[src/rtl/kpd_pkg.sv]
// ---------------------------------------------------------------------------
// kpd_pkg
// Types and constants shared by the keypad scan and debounce modules.
// ---------------------------------------------------------------------------
`default_nettype none

package kpd_pkg;

  localparam int SAMPLE_W = 16;
  localparam int TIME_W   = 32;
  localparam int DEB_W    = 16;
  localparam int CODE_W   = 5;
  localparam int IDX_W    = 4;

  localparam logic [CODE_W-1:0] KEY_NONE = 5'd0;
  localparam logic [DEB_W-1:0]  DEBOUNCE_RESET = 16'd20;

  // Printed-key code for each matrix bit, bit row*4+col.
  localparam logic [CODE_W-1:0] KEY_TABLE [SAMPLE_W] = '{
    5'd14, 5'd13, 5'd12, 5'd11,
    5'd16, 5'd10, 5'd7,  5'd4,
    5'd1,  5'd9,  5'd6,  5'd3,
    5'd15, 5'd8,  5'd5,  5'd2
  };

  typedef struct packed {
    logic              reported;
    logic [CODE_W-1:0] code;
  } kpd_result_t;

endpackage

`default_nettype wire

[src/rtl/keypad_scan_debounce.sv]
// ---------------------------------------------------------------------------
// keypad_scan_debounce
// 4x4 matrix keypad poll decoder with time-based debounce.
// ---------------------------------------------------------------------------
// Each poll transfer carries a full active-low matrix sample and a ms
// timestamp, and yields exactly one result transfer. A poll is taken every
// clock unless the result side stalls. A result passes through the input
// register and then the result register, which loads together with the
// debounce state. Backpressure on the result side stalls the chain, while
// the input register still absorbs one more poll. debounce_ms resets to 20
// and is written through cfg_valid/cfg_data; the user must write it only
// while no poll is in flight, as the block itself does not enforce this.
`default_nettype none

module keypad_scan_debounce (
  input  wire logic        clk,
  input  wire logic        rst,
  input  wire logic        s_tvalid,
  output logic             s_tready,
  input  wire logic [47:0] s_tdata,   // [15:0] matrix_sample, [47:16] now_ms
  output logic             m_tvalid,
  input  wire logic        m_tready,
  output logic      [7:0]  m_tdata,   // [4:0] key_code, [7:5] zero
  output logic             m_tuser,   // [0] key_reported
  input  wire logic        cfg_valid,
  output logic             cfg_ready,
  input  wire logic [15:0] cfg_data   // debounce_ms
);
  import kpd_pkg::*;

  logic                stage_valid;
  logic [SAMPLE_W-1:0] stage_sample;
  logic [TIME_W-1:0]   stage_now;
  logic [DEB_W-1:0]    debounce_ms;
  logic [CODE_W-1:0]   raw_key;
  logic                item_take;
  kpd_result_t         result;

  assign cfg_ready = 1'b1;
  assign s_tready  = !stage_valid || item_take;

  always_ff @(posedge clk) begin
    if (rst) begin
      stage_valid <= 1'b0;
      debounce_ms <= DEBOUNCE_RESET;
    end else begin
      if (s_tvalid && s_tready) begin
        stage_valid <= 1'b1;
      end else if (item_take) begin
        stage_valid <= 1'b0;
      end
      if (cfg_valid && cfg_ready) begin
        debounce_ms <= cfg_data;
      end
    end
  end

  always_ff @(posedge clk) begin
    if (s_tvalid && s_tready) begin
      stage_sample <= s_tdata[SAMPLE_W-1:0];
      stage_now    <= s_tdata[SAMPLE_W+TIME_W-1:SAMPLE_W];
    end
  end

  kpd_encode u_encode (
    .sample  (stage_sample),
    .raw_key (raw_key)
  );

  kpd_debounce u_debounce (
    .clk          (clk),
    .rst          (rst),
    .item_valid   (stage_valid),
    .raw_key      (raw_key),
    .now_ms       (stage_now),
    .debounce_ms  (debounce_ms),
    .item_take    (item_take),
    .result_valid (m_tvalid),
    .result_ready (m_tready),
    .result       (result)
  );

  assign m_tdata = {3'b000, result.code};
  assign m_tuser = result.reported;

endmodule

`default_nettype wire

[src/rtl/kpd_encode.sv]
// ---------------------------------------------------------------------------
// kpd_encode
// Priority encoder over the active-low matrix sample and keycap mapping.
// ---------------------------------------------------------------------------
`default_nettype none

module kpd_encode (
  input  wire logic [kpd_pkg::SAMPLE_W-1:0] sample,
  output logic      [kpd_pkg::CODE_W-1:0]   raw_key
);
  import kpd_pkg::*;

  logic [IDX_W-1:0] idx;
  logic             found;

  // Lowest pressed bit wins.
  always_comb begin
    idx   = '0;
    found = 1'b0;
    for (int i = SAMPLE_W - 1; i >= 0; i--) begin
      if (!sample[i]) begin
        idx   = IDX_W'(i);
        found = 1'b1;
      end
    end
  end

  assign raw_key = found ? KEY_TABLE[idx] : KEY_NONE;

endmodule

`default_nettype wire

[src/rtl/kpd_debounce.sv]
// ---------------------------------------------------------------------------
// kpd_debounce
// Debounce state, report decision and result register.
// ---------------------------------------------------------------------------
`default_nettype none

module kpd_debounce (
  input  wire logic                         clk,
  input  wire logic                         rst,
  input  wire logic                         item_valid,
  input  wire logic [kpd_pkg::CODE_W-1:0]   raw_key,
  input  wire logic [kpd_pkg::TIME_W-1:0]   now_ms,
  input  wire logic [kpd_pkg::DEB_W-1:0]    debounce_ms,
  output logic                              item_take,
  output logic                              result_valid,
  input  wire logic                         result_ready,
  output kpd_pkg::kpd_result_t              result
);
  import kpd_pkg::*;

  logic [CODE_W-1:0] previous_raw_key;
  logic [CODE_W-1:0] last_reported_key;
  logic [TIME_W-1:0] last_change_time;

  logic              changed;
  logic [TIME_W-1:0] base_time;
  logic [TIME_W-1:0] elapsed;
  logic              stable;
  logic              report;

  assign item_take = item_valid && (!result_valid || result_ready);

  assign changed   = raw_key != previous_raw_key;
  assign base_time = changed ? now_ms : last_change_time;
  assign elapsed   = now_ms - base_time;
  assign stable    = elapsed >= {{(TIME_W-DEB_W){1'b0}}, debounce_ms};
  assign report    = stable && (raw_key != KEY_NONE) && (raw_key != last_reported_key);

  always_ff @(posedge clk) begin
    if (rst) begin
      previous_raw_key  <= KEY_NONE;
      last_reported_key <= KEY_NONE;
      last_change_time  <= '0;
      result_valid      <= 1'b0;
    end else begin
      if (item_take) begin
        previous_raw_key <= raw_key;
        if (changed) begin
          last_change_time <= now_ms;
        end
        if (stable && raw_key == KEY_NONE) begin
          last_reported_key <= KEY_NONE;
        end else if (report) begin
          last_reported_key <= raw_key;
        end
        result_valid <= 1'b1;
      end else if (result_ready) begin
        result_valid <= 1'b0;
      end
    end
  end

  always_ff @(posedge clk) begin
    if (item_take) begin
      result.reported <= report;
      result.code     <= report ? raw_key : KEY_NONE;
    end
  end

endmodule

`default_nettype wire

[config.mk]
export PLATFORM = sky130hd
export DESIGN_NAME = keypad_scan_debounce
export DESIGN_NICKNAME = d
export VERILOG_FILES = /design/src/rtl/kpd_pkg.sv /design/src/rtl/keypad_scan_debounce.sv /design/src/rtl/kpd_encode.sv /design/src/rtl/kpd_debounce.sv
export SDC_FILE = /design/constraint.sdc
export NUM_CORES = 1
export LEC_CHECK = 0
export ABC_CLOCK_PERIOD_IN_PS = 9600
export BUFFER_PORTS_ARGS = -buffer_cell sky130_fd_sc_hd__buf_2
export CAP_MARGIN = 30
export CORE_MARGIN = 3
export CORE_UTILIZATION = 39
export CTS_BUF_LIST = sky130_fd_sc_hd__clkbuf_2 sky130_fd_sc_hd__clkbuf_4 sky130_fd_sc_hd__clkbuf_8
export CTS_CLUSTER_DIAMETER = 100
export CTS_CLUSTER_SIZE = 10
export DETAILED_ROUTE_END_ITERATION = 10
export PLACE_DENSITY = 0.6
export SLEW_MARGIN = 20
export SYNTH_ARGS = -nofsm -noshare
export SYNTH_HDL_FRONTEND = slang
export SYNTH_SLANG_ARGS = --single-unit
export TNS_END_PERCENT = 30
[constraint.sdc]
create_clock -name clk -period 9.6 [get_ports clk]
set_clock_uncertainty 0.2 [all_clocks]
set_input_delay 1.92 -clock clk [delete_from_list [all_inputs] [get_ports clk]]
set_output_delay 1.92 -clock clk [all_outputs]
set_load 0.005 [all_outputs]
---- Yosys cells after proc, flatten, opt, wreduce, memory -nomap -nowiden ----
Memory sizes are Yosys's and may differ from the RTL's.
Index checks and enable logic that the tools add are counted.
operators by class
  $add $sub $neg .......................... 1
  magnitude comparators ................... 2
  equal/unequal tests ..................... 2
  muxes and demuxes ....................... 42
  bitwise operators ....................... 1
  reduce and logical (&&, ||, !) cells .... 15
operator list
  cell                  count
  $mux W4               16
  $ge A32 B16 Y1        1
  $mux W32              1
  $sub A32 B32 Y32      1
  $mux W5               5
  $mux W1               20
  $ne A5 B5 Y1          2
  $reduce_bool A2 Y1    3
  $ge A5 B5 Y1 const B  1
  $logic_and A1 B1 Y1   5
  $logic_not A5 Y1      1
  $not A4 Y5            1
  $reduce_bool A5 Y1    1
  $logic_not A1 Y1      2
  $logic_or A1 B1 Y1    2
  $reduce_and A2 Y1     1
word-level totals
  register bits after elaboration ......... 114
  bits in read-only memories .............. 80
  input port bits ......................... 69
  output and inout port bits .............. 12
  memories ................................ 1
memories
  name             depth  bits a word  read ports  clocked after Yosys merged registers in  write ports  line              text
  (no name shown)  16     5            1           0                                        0            kpd_encode.sv:28  assign raw_key = found ? KEY_TABLE[idx] : KEY_NONE;

---- Depth between registers and ports, before layout ----
Gate-level depths: netlist of the first run.
  depth after elaboration ................. 29
  gate-level depth with buffers ........... 37
  mapped depth without buffers ............ 35

---- Modules after synthesis ----
A second synthesis of the first run with hierarchy kept.
second synthesis, totals
  cells, all modules ...................... 785
  area, all modules ....................... 7233.2 µm²
modules (own cells, without submodules)
  module                instances  cells each  area each (µm²)  seq. area each (µm²)
  kpd_debounce          1          621         4744.6           1041.0
  keypad_scan_debounce  1          111         2104.5           1781.7
  kpd_encode            1          53          384.1            0.0

---- Worst setup path after synthesis of the first run ----
No wires, ideal clock.
  kind .................................... reg-to-reg
  from .................................... reg stage_sample[14]
  to ...................................... reg u_debounce.last_reported_key[3]
  setup time .............................. 0.092 ns
  arrival time ............................ 6.981 ns
  required time ........................... 9.308 ns
  setup slack ............................. 2.327 ns
  cell stages (with the launch flop) ...... 34
  path buffers ............................ 3
  period minus slack after synthesis ...... 7.273 ns
  cell sequence ........................... edfxtp_1 > nor2b_1 > o221ai_1 > a21oi_1 > or2_2 > inv_1 > ha_1 > o21a_1 > or4_4 > a21o_1 > or4_4 > buf_6 > clkbuf_1 > mux2i_1 > ha_1 > nand2b_1 > a21oi_1 > a41oi_1 > o21ai_0 > a21oi_1 > mux2i_1 > a21o_1 > a21oi_1 > xnor2_1 > ha_1 > a21o_1 > a21oi_1 > o221ai_1 > nor4_1 > and4_1 > and4_1 > buf_6 > nor2_1 > o32ai_1
on the way
  cells in the longest elaborated chain, start to end .. 28
  elaborated cells between the ends (all ways) .. 49
  those cells by class .................... add/sub (1); order compare (1); eq/ne (2); mux (36); bitwise (1); reduce/logical (7); memory (1)
ends and longest elaborated chain
  what                                         line                        text
  start: declaration                           keypad_scan_debounce.sv:32  logic [SAMPLE_W-1:0] stage_sample;
  start signal: assignment                     keypad_scan_debounce.sv:60  stage_sample <= s_tdata[SAMPLE_W-1:0];
  $mux W4 (15 in series)                       kpd_encode.sv:21            if (!sample[i]) begin
  $not A4 Y5 (implied by the code)             kpd_encode.sv:28
  $mem_v2 Z16 W5                               --
  $mux W5 (implied by the code) (2 in series)  kpd_encode.sv:28
  $mux W5 *                                    kpd_encode.sv:28
  $ne A5 B5 Y1                                 kpd_debounce.sv:33          assign changed = raw_key != previous_raw_key;
  $mux W32                                     kpd_debounce.sv:34          assign base_time = changed ? now_ms : last_change_time;
  $sub A32 B32 Y32                             kpd_debounce.sv:35          assign elapsed = now_ms - base_time;
  $ge A32 B16 Y1                               kpd_debounce.sv:36          assign stable = elapsed >= {{(TIME_W-DEB_W){1'b0}}, debounce_ms};
  $logic_and A1 B1 Y1 (2 in series)            kpd_debounce.sv:37          assign report = stable && (raw_key != KEY_NONE) && (raw_key != last_reported_key);
  $reduce_bool A2 Y1 (no source line)          --
  $reduce_and A2 Y1 (no source line)           --
  end signal: assignment                       kpd_debounce.sv:54          last_reported_key <= raw_key;
  end: declaration                             kpd_debounce.sv:22          logic [CODE_W-1:0] last_reported_key;
Every way passes the cells marked *; elsewhere a longest branch is shown, timed or not. The select of a mux whose other input is x is not followed.
A chain may end at the register's enable or synchronous reset.

---- Worst setup path after layout of the first run ----
  from .................................... reg stage_sample[3]
  to ...................................... reg u_debounce.last_reported_key[3]
on the way
  cells in the longest elaborated chain, start to end .. 17
  elaborated cells between the ends (all ways) .. 27
  those cells by class .................... add/sub (1); order compare (1); eq/ne (2); mux (14); bitwise (1); reduce/logical (7); memory (1)
ends and longest elaborated chain
  what                                         line                text
  $mux W4 (4 in series)                        kpd_encode.sv:21
  $not A4 Y5 (implied by the code)             kpd_encode.sv:28
  $mem_v2 Z16 W5                               --
  $mux W5 (implied by the code) (2 in series)  kpd_encode.sv:28
  $mux W5 *                                    kpd_encode.sv:28
  $ne A5 B5 Y1 *                               kpd_debounce.sv:33
  $mux W32 *                                   kpd_debounce.sv:34
  named net u_debounce.base_time[1]            kpd_debounce.sv:26  logic [TIME_W-1:0] base_time;
  $sub A32 B32 Y32 *                           kpd_debounce.sv:35
  $ge A32 B16 Y1 *                             kpd_debounce.sv:36
  $logic_and A1 B1 Y1 (2 in series)            kpd_debounce.sv:37
  $reduce_bool A2 Y1 (no source line)          --
  $reduce_and A2 Y1 (no source line)           --
The timed path passes the listed nets; every way through them passes the cells marked *. The select of a mux whose other input is x is not followed.

==> results of run 1 <==
-- power by group --
group          total [mW]  switching, mW  internal (mW)
sequential          0.561         0.0198          0.541
combinational       0.295          0.168          0.127
clock               0.474          0.197          0.277
-- layout by cell type, fill, tap and decap left out, types with 7 or more instances in the layout --
cell type,synthesis,routed
nand2b_1,18,18
mux2i_1,49,49
xor2_1,8,8
a21oi_1,47,47
nand2_1,54,54
buf_2,2,76
edfxtp_1,54,54
a31oi_1,8,8
nand3_1,10,10
o21ai_0,31,31
nor3_1,13,13
a21o_1,21,21
nand4_1,17,17
xnor2_1,23,23
o21a_1,9,9
nor2_1,87,87
ha_1,49,49
clkbuf_8,0,20
a211oi_1,30,30
o211ai_1,10,10
inv_1,33,32
o21bai_1,7,7
nor2b_1,10,10
dfxtp_1,60,60
-- worst min-delay path, delay by kind of cell, from the launching register on --
family          cells  cell delay (ns)
flops               1             0.32
simple gates        1             0.06
compound gates      1             0.05
-- logic make-up (layout without fill, tap and decap cells) --
group                      count (synthesis)  in the layout
xor gates and xnor gates                  31             31
AOI/OAI and AO/OA                        215            215
muxes                                     51             51
adders and majority gates                 50             50
DFF                                      114            114
buffers and inverters                     74            146
and+or+nand+nor                          250            250
other                                      2              4
-- final timing paths --
kind	from	end	slack, ns	depth (start not counted)
worst max register to register	stage_sample[3]$_DFFE_PP_	u_debounce.last_reported_key[3]$_SDFFE_PP0P_	1.09	31
worst min-delay path	u_debounce.previous_raw_key[2]$_SDFFE_PP0P_	u_debounce.previous_raw_key[2]$_SDFFE_PP0P_	0.28	2
worst min register to register	u_debounce.previous_raw_key[2]$_SDFFE_PP0P_	u_debounce.previous_raw_key[2]$_SDFFE_PP0P_	0.28	2
worst max-delay path	stage_sample[3]$_DFFE_PP_	u_debounce.last_reported_key[3]$_SDFFE_PP0P_	1.09	31
-- registers in the layout, indices dropped and copies added (netlist names) --
signal                        count
stage_now                        32
u_debounce.last_change_time      32
debounce_ms                      16
stage_sample                     16
u_debounce.result                 6
u_debounce.last_reported_key      5
u_debounce.previous_raw_key       5
stage_valid                       1
u_debounce.result_valid           1
-- layer usage --
layer	GRT usage (%)	wire length [um]	vias to the layer above
met5	0	0	-
met4	5.153	216	0
met3	4.320	807	19
met2	25.74	7266	139
met1	24.00	8392	2655
li1	-	-	3029
-- layout make-up --
type | instances | area share, %
Clock buffer | 21 | 3.428
Timing Repair Buffer | 81 | 5.067
Sequential cell | 114 | 34.22
Inverter | 33 | 1.502
Clock inverter | 11 | 1.608
Multi-Input combinational cell | 601 | 50.70
Tap cell | 229 | 3.474
==> results by group, run 1 <==
Outcome
  • Status: complete, no violations

Detailed routing
  • Vias: 5,842
  • DRT iter0 DRCs: 383
  • First-pass iteration count of the detailed router: 5
  • Final wirelength: 16,680 um
  • DRC errors left: 0
  • Via-to-Cell Ratio: 5.360
  • Routed Antenna Nets: 0
  • Wire per inst: 15.31 um

Synthesis
  • Seq/Total Area, Yosys: 38.54%
  • Primary FF master, synth: dfxtp_1
  • Largest family of logic cells by synthesized area: compound AO/OA/AOI/OAI gates
  • Post-synth EDFFs: 54
  • Synth warn: 0
  • Synth Area in XOR/XNOR: 3.708%
  • Top-count cell post-synth: nor2_1
  • #FFs+latches synth: 114
  • Avg Cell Area, Syn: 9.305 um^2
  • Mux contribution to synthesized area: 7.005%
  • Most frequent cells after synthesis: nor2_1 (87), dfxtp_1 (60), edfxtp_1 (54), nand2_1 (54)
  • Adder-Cell Fraction of Synth Area: 8.645%
  • Post-synth cell types: 78
  • Synth area leader: edfxtp_1
  • Syn Std Cell Area: 7323 um^2
  • Simple-gate portion of the synthesized area: 17.12%
  • Synth top area share: 22.14%
  • Synth Area in Compound Gates: 20.40%
  • Mapped Cells: 787
  • Async S/R FF share, synth: 0%
  • Area contributors post-synth: edfxtp_1 (22%), dfxtp_1 (16%), ha_1 (8.4%)

Clock network
  • Clock latency on the worst-skew pair: 0.45 ns
  • Post-CTS repair timing setup buffer count: 0
  • CTS-repair resized insts: 0
  • Cts hold-fix bufs: 0
  • # H-tree levels: 4
  • Clock transition at the registers of the reported paths: 0.07 ns
  • Num Clock Sinks: 114
  • CTS Buffer Depth: 2
  • Root Driver: clkbuf_8
  • Total CTS buffers: 17
  • CTS tree: done

Finish
  • Finished Cell Area: 8248 um^2
  • Sequential Area: 2823 um^2
  • Area delta synth->final: 12.63%
  • Fillers: 1,769
  • Non-Filler Instances: 1,090
  • Final nets: 967
  • Diodes inserted: 0
  • Layout cell share with drive strength beyond 1: 16.61%
  • Final Core Density: 45.30%
  • Footprint of the multi-input gates: 4182 um^2

Setup path
  • Crit path max-delay family: simple AND/OR/NAND/NOR gates
  • Slowest cell on the critical path: or4_4
  • Worst path bufs/invs: 2
  • Arr. time, crit path: 8.67 ns
  • Critical setup path kind: flop to flop
  • Critical Path Sink Type: flop
  • Crit-path max FO: 39
  • Required time of the critical path: 9.76 ns
  • Crit path top cell by count: a21oi_1
  • Setup crit start kind: flop
  • Slowest stage delay, CP: 0.85 ns

STA
  • Unrepaired setup endpoints after global routing: no
  • Final setup violation count: 0
  • Pins Over Slew Limit: 0
  • Slew headroom: 54.93%
  • Final worst slack: 1.094 ns
  • Final min period: 8.506 ns
  • Slew @ Worst Pin: 0.6761 ns
  • Setup TNS: 0 ns
  • Tcrit/Tclk final: 88.61%
  • Final hold slack: 0.2782 ns
  • F_max: 117.6 MHz
  • Final Hold Viols: 0

Global route
  • Pin count of the biggest net entering global routing: 61
  • Congestion Overflow GR: 0
  • Vias in the first global route: 5,601
  • GRT Total Usage: 17.02%
  • Initial antenna violation count: 0
  • First-pass GRT wire length: 27,970 um

Min path
  • Hold Path Class: flop to flop

Floorplan
  • Die height: 143.0 um
  • Horizontal die dimension: 143.0 um
  • Total core area: 18,210 um^2
  • FP Rows: 49
  • Die footprint: 20,460 um^2
  • Initial core utilization: 40.22%
  • IO Pins: 81

Placement
  • Inst Count DP: 1,058
  • Port Buffer Count: 76
  • Place WS: 1.206 ns
  • GP Congestion: 0.9035
  • Placed Area: 7833 um^2
  • HPWL Detailed: 12,240 um

Power
  • Peak supply drop: 93.78 uV
  • Pleak: 3.530 nW
  • Design Power: 1.330 mW
  • Pwr per Cell Area: 161.2 nW/um^2

Job
  • Maximum Capacitance Violations: 0
Note: power is estimated with default switching activity, not from simulation.
==> run 2, diff against run 1 <==
ABC_CLOCK_PERIOD_IN_PS = 9930   (was 9600)
CELL_PAD_IN_SITES_DETAIL_PLACEMENT = 1   (was unset)
CELL_PAD_IN_SITES_GLOBAL_PLACEMENT = 1   (was unset)
PLACE_DENSITY = 0.73   (was 0.6)
clock period = 9.93 ns   (was 9.6 ns; I/O delays follow)
==> run 2 against run 1 <==
  * Non-clock buffer count did not move
  * Total power up 0.96%
  * Register-to-register slack gained 0.32 ns
  * Hold slack worse by 0.0076 ns
  * Sequential power down 3%
  * Clock power is 6.5% higher
  * Flip-flop and latch count stayed put
  * Clock-buffer cell count down 1
  * Worst setup slack better by 0.32 ns
  * Largest cell class unchanged
  * Wire length increased by 16%
  * Critical endpoint unchanged
==> results by group, run 2 (synthesized netlist as in run 1, its figures left out) <==
Outcome
  • Status: complete, no violations

Global route
  • Initial antenna violation count: 0
  • GRT Total Usage: 19.63%
  • Met2 Usage GRT: 31.53%
  • Pin count of the biggest net entering global routing: 63
  • First-pass GRT wire length: 31,840 um
  • GR peak layer: met2
  • Met1 global-route usage: 26.97%
  • Global-route track usage on met3: 4.287%
  • Congestion Overflow GR: 0
  • Vias in the first global route: 6,168

Power
  • P_sw: 0.3914 mW
  • Sw frac: 29.16%
  • Total internal power: 0.9510 mW
  • Clock network fraction of total power: 37.6%
  • Gate power share: 21.9%
  • Sequential fraction of design power: 40.5%
  • Peak supply drop: 130.6 uV
  • Pwr per Cell Area: 162.2 nW/um^2
  • Pleak: 3.545 nW

Setup path
  • Setup crit start kind: flop
  • Crit path top cell by count: a21oi_1
  • Critical Path Sink Type: flop
  • Slowest stage delay, CP: 0.84 ns
  • Crit-path max FO: 39
  • Critical setup path kind: flop to flop
  • Required time of the critical path: 10.09 ns
  • Arr. time, crit path: 8.68 ns
  • Slowest cell on the critical path: or4_4

STA
  • Pins Over Slew Limit: 0
  • Slew headroom: 53.70%
  • Final min period: 8.518 ns
  • Setup TNS: 0 ns
  • Unrepaired setup endpoints after global routing: no
  • Final setup violation count: 0
  • Tcrit/Tclk final: 85.78%
  • Slew @ Worst Pin: 0.6944 ns
  • Final Hold Viols: 0
  • F_max: 117.4 MHz

Floorplan
  • IO Pins: 81
  • Die footprint: 20,460 um^2
  • Die height: 143.0 um
  • FP Rows: 49
  • Total core area: 18,210 um^2
  • Initial core utilization: 40.22%
  • Horizontal die dimension: 143.0 um

Clock network
  • Clock transition at the registers of the reported paths: 0.08 ns
  • Cts hold-fix bufs: 0
  • Post-CTS repair timing setup buffer count: 0
  • Total CTS buffers: 17
  • CTS tree: done
  • Num Clock Sinks: 114
  • # H-tree levels: 4
  • CTS-repair resized insts: 0
  • CTS Buffer Depth: 2
  • Clock latency on the worst-skew pair: 0.45 ns
  • Root Driver: clkbuf_8

Detailed routing
  • Routed Antenna Nets: 0
  • Wire per inst: 17.69 um
  • DRT iter0 DRCs: 326
  • DRC errors left: 0
  • Via-to-Cell Ratio: 5.598
  • Vias: 6,102
  • First-pass iteration count of the detailed router: 4
  • Final wirelength: 19,280 um

Finish
  • Layout cell share with drive strength beyond 1: 16.72%
  • Most frequent cells in the layout: nor2_1 (87), buf_2 (76), dfxtp_1 (60), nand2_1 (54), edfxtp_1 (54)
  • Most common cell after layout, fill and taps aside: nor2_1
  • Area delta synth->final: 13.05%
  • Final nets: 967
  • Top Registers: stage_now: 32 flops, u_debounce.last_change_time: 32 flops
  • Diodes inserted: 0
  • Final Core Density: 45.47%

Min path
  • Hold Path Class: flop to flop

Placement
  • HPWL Detailed: 14,340 um
  • Port Buffer Count: 76
  • GP Congestion: 0.8636

Job
  • Maximum Capacitance Violations: 0
-- run 2: cell count changes in the layout (fill, tap and decap cells not counted) --
cell / previous run / this run
clkinv_1: 2 / 1
bufinv_16: 3 / 5
clkinv_2: 5 / 4
inv_4: 1 / 0
clkinv_4: 0 / 1
clkbuf_4: 1 / 3
clkbuf_8: 20 / 17
inv_2: 0 / 1
-- run 2: metrics by stage --
step / setup WS, ns / cells / instance area, um^2 / hold WS [ns] / power, mW
after CTS: 1.379 / 1090 / 8279 / 0.2690 / 1.359
final: 1.412 / 1090 / 8279 / 0.2707 / 1.342
after global placement: 1.665 / 1058 / 7833 / 0.2562 / 0.8402
after detailed placement: 1.425 / 1058 / 7833 / 0.2589 / 0.8463
after floorplan: 2.657 / 789 / 7331 / 0.2401 / 0.7647
after global routing: 0.4498 / 1090 / 8279 / 0.2824 / 1.422
-- run 2: worst paths after layout --
path	depth (start not counted)	startpoint	slack [ns]	end
min	2	u_debounce.last_reported_key[0]$_SDFFE_PP0P_	0.27	u_debounce.last_reported_key[0]$_SDFFE_PP0P_
max	32	stage_sample[4]$_DFFE_PP_	1.41	u_debounce.last_reported_key[3]$_SDFFE_PP0P_
max reg2reg	32	stage_sample[4]$_DFFE_PP_	1.41	u_debounce.last_reported_key[3]$_SDFFE_PP0P_
min reg2reg	2	u_debounce.last_reported_key[0]$_SDFFE_PP0P_	0.27	u_debounce.last_reported_key[0]$_SDFFE_PP0P_
-- run 2: layout make-up --
| type | instances | area, um^2 |
|---|---|---|
| Sequential cell | 114 | 2823 |
| Inverter | 33 | 123.9 |
| Multi-Input combinational cell | 601 | 4182 |
| Tap cell | 229 | 286.5 |
| Timing Repair Buffer | 81 | 417.9 |
| Clock inverter | 12 | 190.2 |
| Clock buffer | 20 | 256.5 |
| Fill cell | 2090 | 9930 |
-- run 2: critical path, delay by kind of cell (launching register included) --
family | cells | cell delay (ns)
AO/OA/AOI/OAI | 14 | 2.64
adder cells (fa/ha/maj) | 3 | 0.95
buffers and inverters | 2 | 0.18
flip-flops | 1 | 0.45
XOR/XNOR | 1 | 0.13
AND/OR/NAND/NOR | 10 | 2.95
multiplexers | 2 | 0.89
-- run 2: layer usage --
metal / wire length (um) / vias to the layer above
li1: - / 3027
met1: 9461 / 2955
met2: 8885 / 104
met3: 741 / 16
met4: 194 / 0
met5: 0 / -
-- run 2: power by group through the flow --
stage               Clock [mW]  Sequential (mW)  Combinational [mW]
detailed placement           0            0.554               0.293
finish                   0.505            0.544               0.294
global route             0.540            0.548               0.335
CTS                      0.521            0.544               0.295
global placement             0            0.552               0.288
floorplan                    0            0.547               0.218
==> run 3, diff against run 2 <==
PLACE_DENSITY = unset   (was 0.73)
PLACE_DENSITY_LB_ADDON = 0.1   (was unset)
==> run 3 against run 2 <==
  * Wire length is 3.8% higher
  * Sequential share of layout area is 0.057 points lower
  * Worst setup slack worse by 0.20 ns
  * Clock power is 3% higher
  * Die area stayed put
  * Critical endpoint is now u_debounce.result[5]$_DFFE_PP_
  * Non-clock buffer count is 1 lower
  * Largest power group unchanged
  * Hold slack better by 0.0052 ns
  * Sequential power hardly changed
  * Global-route usage is 0.66 points higher
  * Clock-buffer cell count is 1 higher
  * Maximum frequency is 2.3% lower
==> results by group, run 3 (synthesized netlist as in run 1, its figures left out) <==
Outcome
  • Status: complete, no violations

Floorplan
  • Initial core utilization: 40.22%
  • Total core area: 18,210 um^2
  • FP Rows: 49
  • Die footprint: 20,460 um^2
  • IO Pins: 81
  • Horizontal die dimension: 143.0 um
  • Die height: 143.0 um

Detailed routing
  • First-pass iteration count of the detailed router: 4
  • Routed Antenna Nets: 0
  • Final wirelength: 20,010 um
  • DRT iter0 DRCs: 253
  • Vias: 6,145
  • DRC errors left: 0
  • Wire per inst: 18.38 um
  • Via-to-Cell Ratio: 5.643

Min path
  • Hold Crit Endpoint: u_debounce.last_reported_key[0]$_SDFFE_PP0P_
  • Hold Startpoint: u_debounce.last_reported_key[0]$_SDFFE_PP0P_
  • Hold Path Class: flop to flop
  • Hold depth: 2

Job
  • Maximum Capacitance Violations: 0

Finish
  • Footprint of the multi-input gates: 4189 um^2
  • Area delta synth->final: 13.24%
  • Layout cell share with drive strength beyond 1: 16.63%
  • Diodes inserted: 0
  • Sequential Area: 2823 um^2
  • Top Registers: stage_now: 32 flops, u_debounce.last_change_time: 32 flops
  • Most frequent cells in the layout: nor2_1 (87), buf_2 (76), dfxtp_1 (60), nand2_1 (54), edfxtp_1 (54)
  • Final nets: 966
  • Most common cell after layout, fill and taps aside: nor2_1
  • Fillers: 2,108

Setup path
  • R2R cell count: 31
  • Setup crit start kind: flop
  • Crit-path max FO: 39
  • Worst r2r src: stage_sample[7]$_DFFE_PP_
  • Crit path max-delay family: simple AND/OR/NAND/NOR gates
  • Worst r2r dst: u_debounce.result[5]$_DFFE_PP_
  • R2R Setup Slk: 1.21 ns
  • Critical setup path kind: flop to flop
  • Required time of the critical path: 9.92 ns
  • Critical Path Sink Type: flop
  • Slowest stage delay, CP: 0.85 ns
  • Crit path top cell by count: a21oi_1
  • Arr. time, crit path: 8.71 ns
  • Slowest cell on the critical path: or4_4
  • Worst path bufs/invs: 3

Clock network
  • CTS tree: done
  • Post-CTS repair timing setup buffer count: 0
  • CTS-repair resized insts: 0
  • Cts hold-fix bufs: 0
  • Total CTS buffers: 17
  • Root Driver: clkbuf_8
  • # H-tree levels: 4
  • CTS Buffer Depth: 2
  • Clock transition at the registers of the reported paths: 0.08 ns
  • Num Clock Sinks: 114
  • Clock latency on the worst-skew pair: 0.45 ns

STA
  • Pins Over Slew Limit: 0
  • Final min period: 8.722 ns
  • Slew headroom: 53.52%
  • Final worst slack: 1.208 ns
  • Slew @ Worst Pin: 0.6971 ns
  • Tcrit/Tclk final: 87.84%
  • Setup TNS: 0 ns
  • Unrepaired setup endpoints after global routing: no
  • Final setup violation count: 0
  • Final Hold Viols: 0
  • F_max: 114.6 MHz

Placement
  • Port Buffer Count: 76
  • HPWL Detailed: 14,790 um
  • GP Congestion: 0.9072
  • Place WS: 1.293 ns

Power
  • Pleak: 3.542 nW
  • Pwr per Cell Area: 164.1 nW/um^2
  • Peak supply drop: 83.59 uV

Global route
  • Vias in the first global route: 6,486
  • Initial antenna violation count: 0
  • Congestion Overflow GR: 0
  • First-pass GRT wire length: 33,060 um
  • GRT Total Usage: 20.29%
  • Pin count of the biggest net entering global routing: 63
==> run 3: cell count changes in the layout (fill, tap and decap cells not counted), sizes merged <==
cell,before,now
buf,81,80
clkbuf,20,21
clkinv,6,5
clkinvlp,1,2
inv,33,32
==> run 3: worst register-to-register path: cells and delay by family (launching register included) <==
family,cells,cell delay (ns)
DFF,1,0.51
AOI/OAI and AO/OA,12,2.40
adders and majority gates,3,0.95
and+or+nand+nor,10,3.11
muxes,2,0.87
buffers and inverters,3,0.27
xor gates and xnor gates,1,0.14
==> run 3: through the flow <==
step           cell area [um^2]  total power [mW]  hold WS [ns]  std cells  util (%)
2_1_floorplan              7331            0.7647        0.2401        789         -
3_3_place_gp               7825            0.8361        0.2587       1057     42.97
3_5_place_dp               7833            0.8497        0.2638       1057     43.02
4_1_cts                    8293             1.380        0.2743       1089     45.54
5_1_grt                    8293             1.439        0.3184       1089     45.54
6_report                   8293             1.360        0.2759       1089     45.54
==> run 3: layer usage <==
metal	GRT usage, %	part of all wire, %	vias up
li1	-	-	3019
met1	25.69	46	2991
met2	34.92	49	108
met3	4.086	3.6	27
met4	6.253	1.5	0
met5	0	0	-
==> run 3: final cells by class <==
type                       instances  share of cell area [%]
clock inverter                    11                   2.218
clock buffer                      21                   3.334
sequential                       114                   34.04
multi-input combinational        601                   50.51
timing repair buffer              80                   4.949
inverter                          33                   1.494
tap                              229                   3.455
==> run 3: worst max-delay path by stage <==
stage                          startpoint                                            to  slack [ns]  cells after the start
2_1_floorplan  stage_sample[14]$_DFFE_PP_  u_debounce.last_reported_key[3]$_SDFFE_PP0P_        2.66                     33
4_1_cts         stage_sample[7]$_DFFE_PP_            u_debounce.result[2]$_SDFFCE_PN0P_        1.19                     31
3_5_place_dp    stage_sample[7]$_DFFE_PP_            u_debounce.result[2]$_SDFFCE_PN0P_        1.29                     31
6_report        stage_sample[7]$_DFFE_PP_                u_debounce.result[5]$_DFFE_PP_        1.21                     31
3_3_place_gp   stage_sample[14]$_DFFE_PP_            u_debounce.result[2]$_SDFFCE_PN0P_        1.69                     31
5_1_grt         stage_sample[7]$_DFFE_PP_  u_debounce.last_reported_key[3]$_SDFFE_PP0P_        0.39                     32
==> run 3: report_power, final <==
group | switching (mW) | internal [mW]
Sequential | 0.0208 | 0.523
Combinational | 0.174 | 0.124
Clock | 0.204 | 0.316
